**src/hw/rtl/bmptc_pkg.sv**
```systemverilog
// Shared types, constants and helper functions of the barometric compensation core.
`timescale 1ns / 1ps
package bmptc_pkg;

	localparam int DW         = 32;
	localparam int DIV_STAGES = DW;
	localparam int Q_DEPTH    = 4;
	localparam int Q_AW       = $clog2(Q_DEPTH);
	localparam int UP_W       = 19;
	localparam int ADDR_W     = 5;

	localparam logic [31:0] C_T_OFS = 32'd4000;
	localparam logic [31:0] C_HALF  = 32'd32768;
	localparam logic [15:0] C_SCALE = 16'd50000;
	localparam logic [31:0] C_K1    = 32'd3038;
	localparam logic [31:0] C_K2    = 32'hFFFF_E343;
	localparam logic [31:0] C_K3    = 32'd3791;
	localparam logic [31:0] C_MSB   = 32'h8000_0000;

	typedef enum logic [2:0] {
		REG_AC1_AC2 = 3'd0,
		REG_AC3_AC4 = 3'd1,
		REG_AC5_AC6 = 3'd2,
		REG_B1_B2   = 3'd3,
		REG_MC_MD   = 3'd4
	} reg_idx_t;

	typedef struct packed {
		logic [15:0] ac1, ac2, ac3, ac4, ac5, ac6, b1, b2, mc, md;
	} cal_t;

	typedef struct packed {
		logic [15:0]     ut;
		logic [UP_W-1:0] up;
		logic [1:0]      oss;
	} smp_t;

	typedef struct packed {
		logic full;
		logic empty;
	} q_stat_t;

	typedef struct packed {
		logic [31:0] temperature;
		logic [31:0] pressure;
		logic        divide_error;
	} res_t;

	typedef struct packed {
		logic [1:0]      oss;
		logic [UP_W-1:0] up;
		logic            terr, tneg, post, perr;
		logic [31:0]     x1t, tnum, tden, b5, temp, b6, msq, mac2, mac3, sq, x2b, x1c;
		logic [31:0]     mb2, mb1, x3, x2c, b3, x3b, b4p, b7, b4, dnum, p, ps, m7, m3;
		logic [31:0]     msq2, pres;
	} ctx_t;

	function automatic logic [31:0] sx16(input logic [15:0] v);
		sx16 = {{16{v[15]}}, v};
	endfunction

	function automatic logic [31:0] sra(input logic [31:0] v, input int n);
		sra = 32'($signed(v) >>> n);
	endfunction

endpackage

```
**src/hw/rtl/bmptc_queue.sv**
```systemverilog
// Short FIFO that decouples the front end from the compensation pipeline.
`timescale 1ns / 1ps
module bmptc_queue import bmptc_pkg::*; (
	input  logic    clk,
	input  logic    arst_n,
	input  logic    push,
	input  smp_t    push_data,
	input  logic    pop,
	output smp_t    head,
	output q_stat_t stat
);
	smp_t            mem_q [Q_DEPTH];
	logic [Q_AW-1:0] wp_q, rp_q;
	logic [Q_AW:0]   cnt_q;

	assign stat.full  = cnt_q == (Q_AW+1)'(Q_DEPTH);
	assign stat.empty = cnt_q == '0;
	assign head       = mem_q[rp_q];

	always_ff @(posedge clk or negedge arst_n) begin
		if (!arst_n) begin
			wp_q  <= '0;
			rp_q  <= '0;
			cnt_q <= '0;
		end else begin
			if (push) wp_q <= wp_q + 1'b1;
			if (pop) rp_q <= rp_q + 1'b1;
			unique case ({push, pop})
				2'b10:   cnt_q <= cnt_q + 1'b1;
				2'b01:   cnt_q <= cnt_q - 1'b1;
				default: cnt_q <= cnt_q;
			endcase
		end
	end

	always_ff @(posedge clk) begin
		if (push) mem_q[wp_q] <= push_data;
	end
endmodule

```
**config.mk**
```make
export PLATFORM = sky130hd
export DESIGN_NAME = bmptc_queue
export DESIGN_NICKNAME = d
export VERILOG_FILES = /design/src/hw/rtl/bmptc_pkg.sv /design/src/hw/rtl/bmptc_queue.sv
export SDC_FILE = /design/constraint.sdc
export NUM_CORES = 1
export LEC_CHECK = 0
export ABC_AREA = 1
export BUFFER_PORTS_ARGS = -buffer_cell sky130_fd_sc_hd__buf_2
export CAP_MARGIN = 20
export CORE_ASPECT_RATIO = 0.7
export CORE_MARGIN = 1
export CORE_UTILIZATION = 55
export DETAILED_ROUTE_END_ITERATION = 12
export HOLD_SLACK_MARGIN = 0.02
export PLACE_DENSITY = 0.76
export SLEW_MARGIN = 20
export SYNTH_ARGS = -nofsm -noshare
export SYNTH_HDL_FRONTEND = slang
export SYNTH_SLANG_ARGS = --single-unit
```
**constraint.sdc**
```tcl
create_clock -name clk -period 2.1 [get_ports clk]
set_input_delay 0.42 -clock clk [delete_from_list [all_inputs] [get_ports clk]]
set_output_delay 0.42 -clock clk [all_outputs]
set_load 0.02 [all_outputs]
```
==> impl_metrics.toml <==
[finish]
final_cells = 739
design_area_mm2 = 0.00768
diodes = 0
area_growth_pct = 20.5
final_nets = 620
drive_above_1_share = 0.247
fill_cells = 766

[floorplan]
fp.dieW_um = 131
initial_core_util = 0.573
core_area_mm2 = 0.0111
die-area_mm2 = 0.0120
num_rows = 32
die_y_um = 92.1
ios = 80

[worst_setup_path]
cp.required_ps = 1680
cpMaxStageDelayCell = "dfrtp_4"
worstPathCellList = "buf_12 > buf_12 > o211ai_1 > nand2_1 > buf_2"
crit_family = "flip-flops"
endpoint_kind = "output port"
cp.arrival_ps = 1700
crit_path_max_incr_delay_ps = 500
cp_common_cell = "buf_12"
crit_buf_inv = 3
timing.rr.start = "wp_q[0]"
cp-start-kind = "flop"
path_class = "reg2out"
cp_max_fo = 40
crit_start = "rp_q[0]"

[status]
outcome = "complete, but fails checks"
violations = "setup timing"

[worst_hold_path]
min_path_type = "in2reg"
hold_path_startpoint = "push_data[27]"

[clocking]
cts_tree = "yes"
cts-root-buf = "clkbuf_16"
clk_pin_slew_ps = 60
clockBufferDepth = 2
cts_buffers = 17
insertion_delay_ps = 410
cts_max_level = 4
clock_sinks = 155

[power_and_ir_drop]
combinationalPowerShare = 0.378
seq_power_share = 0.364
p_int_uw = 7520
power.total_uw = 11700
power_leakage_uw = 0.00316
powerDensity_mw_per_mm2 = 1520
clkPwrFrac = 0.258
p_sw_uw = 4170
peakVddDrop_uv = 838
p_sw_frac = 0.357

[timing]
setup_viol = 2
clock_skew_ps = 5.06
max_freq_mhz = 472
fin_crit_sh = 1.01
slew_headroom = 0.763
report.final.slew_viol_count = 0
final_hold_viol_count = 0
period_minus_slack_ps = 2120
worst_slack_ps = -17.1
rsz0062_at_grt = "true"
worst_pin_slew_ps = 355
setup_tns_ps = -21.5

[place]
placed_area_mm2 = 0.00701
port_buffers = 79
placed_cells = 702
hpwl_um = 7180
gp_congestion = 0.725

[logic_synthesis]
async_flop_share = 0.0452
synth_warnings = 0
synth_area_leaders = "edfxtp_1 70%, o211ai_1 7.3%, nand2_1 7.2%, inv_1 5.2%, dfrtp_1 2.7%"
synth_ff_type = "edfxtp_1"
syn_avg_cell_area_um2 = 13.3
yosysSeqAreaShare = 0.725
synth_nets = 528
syn_inst = 481
synth_seq_cells = 155
netlist_area_mm2 = 0.00637
synth_edf_count = 148
yosys.area.top_type = "edfxtp_1"
synth_top_cell_area_share = 0.697
ys_types = 18
synth_common_cells = "148 x edfxtp_1, 122 x nand2_1, 88 x inv_1"
synth.most_common_cell = "edfxtp_1"

[grt]
grt_antenna_before_repair = 1
grt_usage = 0.214
grt_max_degree = 42
grt_pass1_vias = 3704
grt_pass1_wl_um = 18500
grt_overflow = 0

[route]
drtPass1Iterations = 4
vias_per_cell = 5.11
vias = 3775
antenna_left = 0
wl_per_cell_um = 16.3
drc_errors = 0
finalWirelength_um = 12000
drtIter0Drc = 201

[run]
maxCapViolCount = 0
## metal layers
layer / up-vias / track usage / wire, um
met2: 109 / 0.350 / 5870
met5: - / 0 / 0
met3: 13 / 0.0788 / 850
met1: 1811 / 0.261 / 5190
met4: 0 / 0.0776 / 132
li1: 1842 / - / -
## power groups by stage
stage	Clock, uW	Combinational (uW)	Sequential [uW]
after global placement	0	4030	4360
after floorplan	0	2940	4260
final	3020	4420	4260
after global routing	3180	4820	4310
after CTS	3060	4240	4290
after detailed placement	0	4140	4390
## layout make-up
| type | count | area [um^2] | share of cell area |
|---|---|---|---|
| clock buffers | 20 | 437 | 0.0568 |
| clock inverters | 12 | 149 | 0.0194 |
| inverters | 88 | 330 | 0.0430 |
| multi-input cells | 212 | 1220 | 0.159 |
| flip-flops and latches | 155 | 4620 | 0.602 |
| well taps | 153 | 191 | 0.0249 |
| repair buffers | 99 | 728 | 0.0948 |
## state kept, by name (all words and copies together) (netlist names)
signal  count
mem_q     148
cnt_q       3
rp_q        2
wp_q        2
## logic make-up (layout without fill, tap and decap cells)
kind of cell    after synthesis  in the layout  synth area share
buf+inv                     114            219            0.0836
flops                       155            155             0.725
compound gates               76             76            0.0981
fa+ha+maj                     6              6            0.0130
simple gates                126            126            0.0752
xor+xnor                      4              4           0.00550
## final timing paths
kind | depth (start not counted) | endpoint | slack, ps
worst min-delay path | 1 | mem_q[2][27] | 210
worst max register to register | 5 | mem_q[2][33] | 510
worst max-delay path | 5 | head[24] | -20
worst min register to register | 2 | cnt_q[2] | 510
min in group asynchronous | 2 | wp_q[1] | 370
max in group asynchronous | 2 | rp_q[0] | 1540
## stage by stage
step           hold WS (ps)   util  setup slack, ps
3_5_place_dp            275  0.630              376
2_1_floorplan           124      -              253
4_1_cts                 200  0.685             9.39
5_1_grt                 199  0.690            -73.8
6_report                214  0.690            -17.1
3_3_place_gp            275  0.630              406
## placed cells by master, fill, tap and decap left out, types with 2 or more instances in the layout
cell / count
buf_12: 12
buf_2: 70
buf_4: 13
buf_6: 2
bufinv_16: 3
clkbuf_1: 3
clkbuf_16: 17
clkinv_2: 2
clkinvlp_4: 6
dfrtp_1: 6
edfxtp_1: 148
ha_1: 5
inv_1: 83
inv_2: 5
nand2_1: 121
nor3_1: 2
o211ai_1: 62
o211ai_2: 12
o21ai_0: 2
xor2_1: 3
## worst reg2reg max path, stage by stage (launching register included)
cell and delay [ps]:
dfrtp_1 420, inv_1 110, ha_1 150, nand2_1 60, inv_2 280, buf_4 280
## what timing repair did
item                                   CTS  global route
hold buffers                             1             0
endpoints found under the hold margin    7             0
gates resized for setup                  0            14
setup endpoints to repair               34            27
setup buffers                            2             2
pin swaps                                1            34
Note: power is estimated with default switching activity, not from simulation.
