`config.mk`:
```
export PLATFORM = sky130hd
export DESIGN_NAME = bmptc_front_flat
export DESIGN_NICKNAME = d
export VERILOG_FILES = /design/src/hw/rtl/bmptc_pkg.sv /design/src/hw/rtl/bmptc_if.sv /design/src/hw/rtl/bmptc_front.sv /design/src/flat_wrapper.sv
export SDC_FILE = /design/constraint.sdc
export NUM_CORES = 1
export LEC_CHECK = 0
export CORE_MARGIN = 2
export CORE_UTILIZATION = 38
export CTS_CLUSTER_DIAMETER = 120
export DETAILED_ROUTE_END_ITERATION = 10
export DONT_BUFFER_PORTS = 1
export REMOVE_ABC_BUFFERS = 1
export SYNTH_ARGS = -nofsm -noshare
export SYNTH_HDL_FRONTEND = slang
export SYNTH_SLANG_ARGS = --single-unit
```
`constraint.sdc`:
```
create_clock -name clk -period 5.1 [get_ports clk]
set_input_delay 0 -clock clk [delete_from_list [all_inputs] [get_ports clk]]
set_output_delay 0 -clock clk [all_outputs]
set_load 0.05 [all_outputs]
```
`src/hw/rtl/bmptc_pkg.sv`:
```
// Shared types, constants and helper functions of the barometric compensation core.
`timescale 1ns / 1ps
package bmptc_pkg;

	localparam int DW         = 32;
	localparam int DIV_STAGES = DW;
	localparam int Q_DEPTH    = 4;
	localparam int Q_AW       = $clog2(Q_DEPTH);
	localparam int UP_W       = 19;
	localparam int ADDR_W     = 5;

	localparam logic [31:0] C_T_OFS = 32'd4000;
	localparam logic [31:0] C_HALF  = 32'd32768;
	localparam logic [15:0] C_SCALE = 16'd50000;
	localparam logic [31:0] C_K1    = 32'd3038;
	localparam logic [31:0] C_K2    = 32'hFFFF_E343;
	localparam logic [31:0] C_K3    = 32'd3791;
	localparam logic [31:0] C_MSB   = 32'h8000_0000;

	typedef enum logic [2:0] {
		REG_AC1_AC2 = 3'd0,
		REG_AC3_AC4 = 3'd1,
		REG_AC5_AC6 = 3'd2,
		REG_B1_B2   = 3'd3,
		REG_MC_MD   = 3'd4
	} reg_idx_t;

	typedef struct packed {
		logic [15:0] ac1, ac2, ac3, ac4, ac5, ac6, b1, b2, mc, md;
	} cal_t;

	typedef struct packed {
		logic [15:0]     ut;
		logic [UP_W-1:0] up;
		logic [1:0]      oss;
	} smp_t;

	typedef struct packed {
		logic full;
		logic empty;
	} q_stat_t;

	typedef struct packed {
		logic [31:0] temperature;
		logic [31:0] pressure;
		logic        divide_error;
	} res_t;

	typedef struct packed {
		logic [1:0]      oss;
		logic [UP_W-1:0] up;
		logic            terr, tneg, post, perr;
		logic [31:0]     x1t, tnum, tden, b5, temp, b6, msq, mac2, mac3, sq, x2b, x1c;
		logic [31:0]     mb2, mb1, x3, x2c, b3, x3b, b4p, b7, b4, dnum, p, ps, m7, m3;
		logic [31:0]     msq2, pres;
	} ctx_t;

	function automatic logic [31:0] sx16(input logic [15:0] v);
		sx16 = {{16{v[15]}}, v};
	endfunction

	function automatic logic [31:0] sra(input logic [31:0] v, input int n);
		sra = 32'($signed(v) >>> n);
	endfunction

endpackage

```
`src/hw/rtl/bmptc_if.sv`:
```
// Valid/ready channel interfaces for samples and compensated results.
`timescale 1ns / 1ps
interface bmptc_smp_if;
	logic        valid;
	logic        ready;
	logic [15:0] raw_temperature;
	logic [23:0] raw_pressure_bytes;
	logic [1:0]  oversampling;
	modport source (output valid, raw_temperature, raw_pressure_bytes, oversampling,
		input ready);
	modport sink (input valid, raw_temperature, raw_pressure_bytes, oversampling,
		output ready);
endinterface


```
`src/hw/rtl/bmptc_front.sv`:
```
// Front end: accepts samples, aligns the raw pressure word and hands items to the queue.
`timescale 1ns / 1ps
module bmptc_front import bmptc_pkg::*; (
	input  logic          clk,
	input  logic          arst_n,
	bmptc_smp_if.sink     sample,
	input  q_stat_t       q_stat,
	output logic          push,
	output smp_t          push_data
);
	logic        v_q;
	smp_t        d_q;
	logic [23:0] up_full;

	assign up_full      = sample.raw_pressure_bytes >> (4'd8 - {2'b00, sample.oversampling});
	assign push         = v_q && !q_stat.full;
	assign push_data    = d_q;
	assign sample.ready = !v_q || !q_stat.full;

	always_ff @(posedge clk or negedge arst_n) begin
		if (!arst_n) begin
			v_q <= 1'b0;
		end else if (sample.ready) begin
			v_q <= sample.valid;
		end
	end

	always_ff @(posedge clk) begin
		if (sample.ready && sample.valid) begin
			d_q.ut  <= sample.raw_temperature;
			d_q.up  <= up_full[UP_W-1:0];
			d_q.oss <= sample.oversampling;
		end
	end
endmodule

```
`src/flat_wrapper.sv`:
```
// flat-port wrapper written by rule: the top's interface ports become plain ports
module bmptc_front_flat import bmptc_pkg::*;
  (clk, arst_n, q_stat, push, push_data, sample_valid, sample_raw_temperature, sample_raw_pressure_bytes, sample_oversampling, sample_ready);
  bmptc_smp_if sample_i ();
  input  logic clk;
  input  logic arst_n;
  input  q_stat_t q_stat;
  output logic push;
  output smp_t push_data;
  input wire logic [$bits(sample_i.valid)-1:0] sample_valid;
  input wire logic [$bits(sample_i.raw_temperature)-1:0] sample_raw_temperature;
  input wire logic [$bits(sample_i.raw_pressure_bytes)-1:0] sample_raw_pressure_bytes;
  input wire logic [$bits(sample_i.oversampling)-1:0] sample_oversampling;
  output wire logic [$bits(sample_i.ready)-1:0] sample_ready;
  assign sample_i.valid = sample_valid;
  assign sample_i.raw_temperature = sample_raw_temperature;
  assign sample_i.raw_pressure_bytes = sample_raw_pressure_bytes;
  assign sample_i.oversampling = sample_oversampling;
  assign sample_ready = sample_i.ready;
  bmptc_front u_core (.clk(clk), .arst_n(arst_n), .sample(sample_i), .q_stat(q_stat), .push(push), .push_data(push_data));
endmodule
```
==> impl_metrics.toml <==
[finish]
area_delta_synth_final_pct = 15.99
drive_gt1_share_pct = 19.62
nets = 206
final_common_cell = "edfxtp_1"
final_cell_mix = "edfxtp_1, dlygate4sd3_1, mux2i_1"
num_antenna_cells = 0

[min_path]
hp-class = "primary input to flop"
hold_path_end = "u_core.push_data[11]"
min_path_cells = 3
hold_start = "sample_oversampling[0]"

[sta]
min_period_ps = 1745
slew_violations = 0
worst_slew_pin_slew_ps = 953.4
rsz0062_at_grt = "no"
slew_headroom_pct = 36.44
fmax_mhz = 573.2
layout_setup_ws_ps = 3355
tns_ps = 0
setup_viol = 0
hold_violations = 0
clock_skew_ps = 3.501
fin_crit_sh_pct = 34.21

[critical_path]
worstSetupPathType = "primary input to flop"
cp-end-kind = "flop"
cpPeakStageDelay_ps = 910
start_kind = "primary input"
worstPathArrival_ps = 1750
rr_endpoint = "u_core.push_data[12]"
cpMaxStageDelayCell = "ha_1"
rrSetupSlack_ps = 3360
r2r.worst_path.cells = 3
crit_fanout = 32
worst_r2r_startpoint = "u_core.v_q"
crit_chain = "inv_1, ha_1, mux4_2, nor2_1, a211oi_1"
required_ps = 5100

[global_routing]
antenna_found_initial = 0
grt_max_degree = 38
grt_pass1_vias = 1340
grt_pass1_wl_um = 6589
globalRouteTotalUtil_pct = 13.91
grt_overflow = 0

[pwr]
combPwrFrac_pct = 14.5
p_leak_nw = 0.8842
p_sw_w = 0.0002347
ir_drop_mv = 0.1488
power.density_nw_per_um2 = 331.0
power.internal_w = 0.0005823
p_seq_share_pct = 55.9
switching_share_pct = 28.72
clock_power_share_pct = 29.6

[clocking]
post_cts_buffers = 0
root_buffer = "clkbuf_8"
path_clk_slew_ps = 70
cts_sinks = 38
numCtsBuffers = 5
clock_latency_ps = 280
htree_levels = 2
cts_tree = "done"
clock_path_buffers = 2

[placed_design]
hpwl_um = 2993
gp_congestion = 0.8326
port-buffer-count = 0
place_ws_ps = 3049

[synth]
syn_area_um2 = 2128
ys_async_sr_fraction_pct = 2.632
yosys_warnings = 0
synth_cell_types = 30
syn_avg_cell_area_um2 = 15.42
syn_inst = 138
synth-edff-count = 37
synth_flop_cell = "edfxtp_1"
ys_seq_elements = 38
ys_seq_area_share_pct = 53.38

[die]
die_w_um = 78.84
fp.coreArea_um2 = 5473
start_util_pct = 38.89
fp-row-count = 27
die_h_um = 78.84
die_area_um2 = 6216
io_pins = 86

[run]
maxCapViolCount = 0

[detailed_routing]
num_vias = 1283
dr.pass1.iters = 4
drt_iter0_drc = 28
vias_per_cell = 5.578
antenna_left = 0
routedWlPerCell_um = 18.53
drc = 0
routed_wl_um = 4263

[outcome]
status = "finished clean"
## repair_timing
item / 4_1_cts / 5_1_grt
hold endpoints to repair: 20 / 0
gates resized for setup: 0 / 0
hold buffers: 21 / 0
## power by group through the flow
stage               clock network [W]  logic (W)  registers (W)
floorplan                           0  0.0000864       0.000461
global placement                    0   0.000105       0.000464
detailed placement                  0   0.000106       0.000464
CTS                          0.000252   0.000120       0.000457
global route                 0.000263   0.000130       0.000458
finish                       0.000242   0.000119       0.000457
## registers in the layout, summed over array words and instances, names as in the netlist
signal            flops
u_core.v_q            1
u_core.push_data     37
## per-stage QoR
stage | hold WS (ps) | total power, W | std cells | area (um2) | utilization, %
finish | 109.2 | 0.0008170 | 230 | 2469 | 45.11
global placement | -295.6 | 0.0005683 | 201 | 2150 | 39.28
global route | 115.5 | 0.0008510 | 230 | 2469 | 45.11
floorplan | -295.6 | 0.0005472 | 128 | 2052 | -
detailed placement | -295.6 | 0.0005704 | 201 | 2150 | 39.28
CTS | 98.05 | 0.0008293 | 230 | 2469 | 45.11
## worst max-delay path by stage
stage,from,end,slack [ps]
floorplan,u_core.v_q,u_core.push_data[0],2980
global placement,sample_oversampling[1],u_core.push_data[11],3100
detailed placement,sample_oversampling[0],u_core.push_data[19],3050
CTS,u_core.v_q,u_core.push_data[16],3340
global route,sample_oversampling[0],u_core.push_data[19],3240
finish,sample_oversampling[0],u_core.push_data[19],3360
## synth_stat cells, types with 2 or more instances
cell type	instances	area (um2)
ha_1	2	25.02
mux2_2	10	112.6
o22ai_1	3	18.77
inv_1	3	11.26
nand2b_1	3	18.77
nand3b_1	3	22.52
nor2_1	6	22.52
a21oi_1	4	20.02
mux4_1	6	157.7
o21ai_0	3	15.01
nand2_1	12	45.04
buf_2	3	15.01
mux2i_1	16	160.2
mux4_2	10	225.2
clkbuf_1	3	11.26
edfxtp_1	37	1111
## worst max-delay path: cells and delay by family
| family | cells | cell delay, ps |
|---|---|---|
| AOI/OAI and AO/OA | 1 | 70 |
| adders and majority gates | 1 | 910 |
| muxes | 1 | 620 |
| and+or+nand+nor | 1 | 110 |
| buffers and inverters | 1 | 30 |
## logic make-up (layout without fill, tap and decap cells)
group | count (synthesis) | in the layout | share of synthesized area (%)
simple gates | 28 | 28 | 6.350
fa+ha+maj | 2 | 2 | 1.176
flops | 38 | 38 | 53.38
compound gates | 14 | 14 | 3.998
mux | 42 | 42 | 30.81
buf+inv | 14 | 34 | 4.291
## metal layers
metal	share of wire [%]	vias up	track usage, %
met4	1.8	0	6.034
met5	0	-	0
li1	-	587	-
met3	7.7	7	4.318
met1	44	613	16.99
met2	47	76	22.82
## layout make-up
type	instances	area (um2)
flip-flops and latches	38	1136
clock inverters	3	40.04
multi-input cells	86	900.9
fillers	514	3004
inverters	4	15.01
well taps	72	90.09
clock buffers	5	68.82
repair buffers	22	217.7
Note: power is estimated with default switching activity, not from simulation.
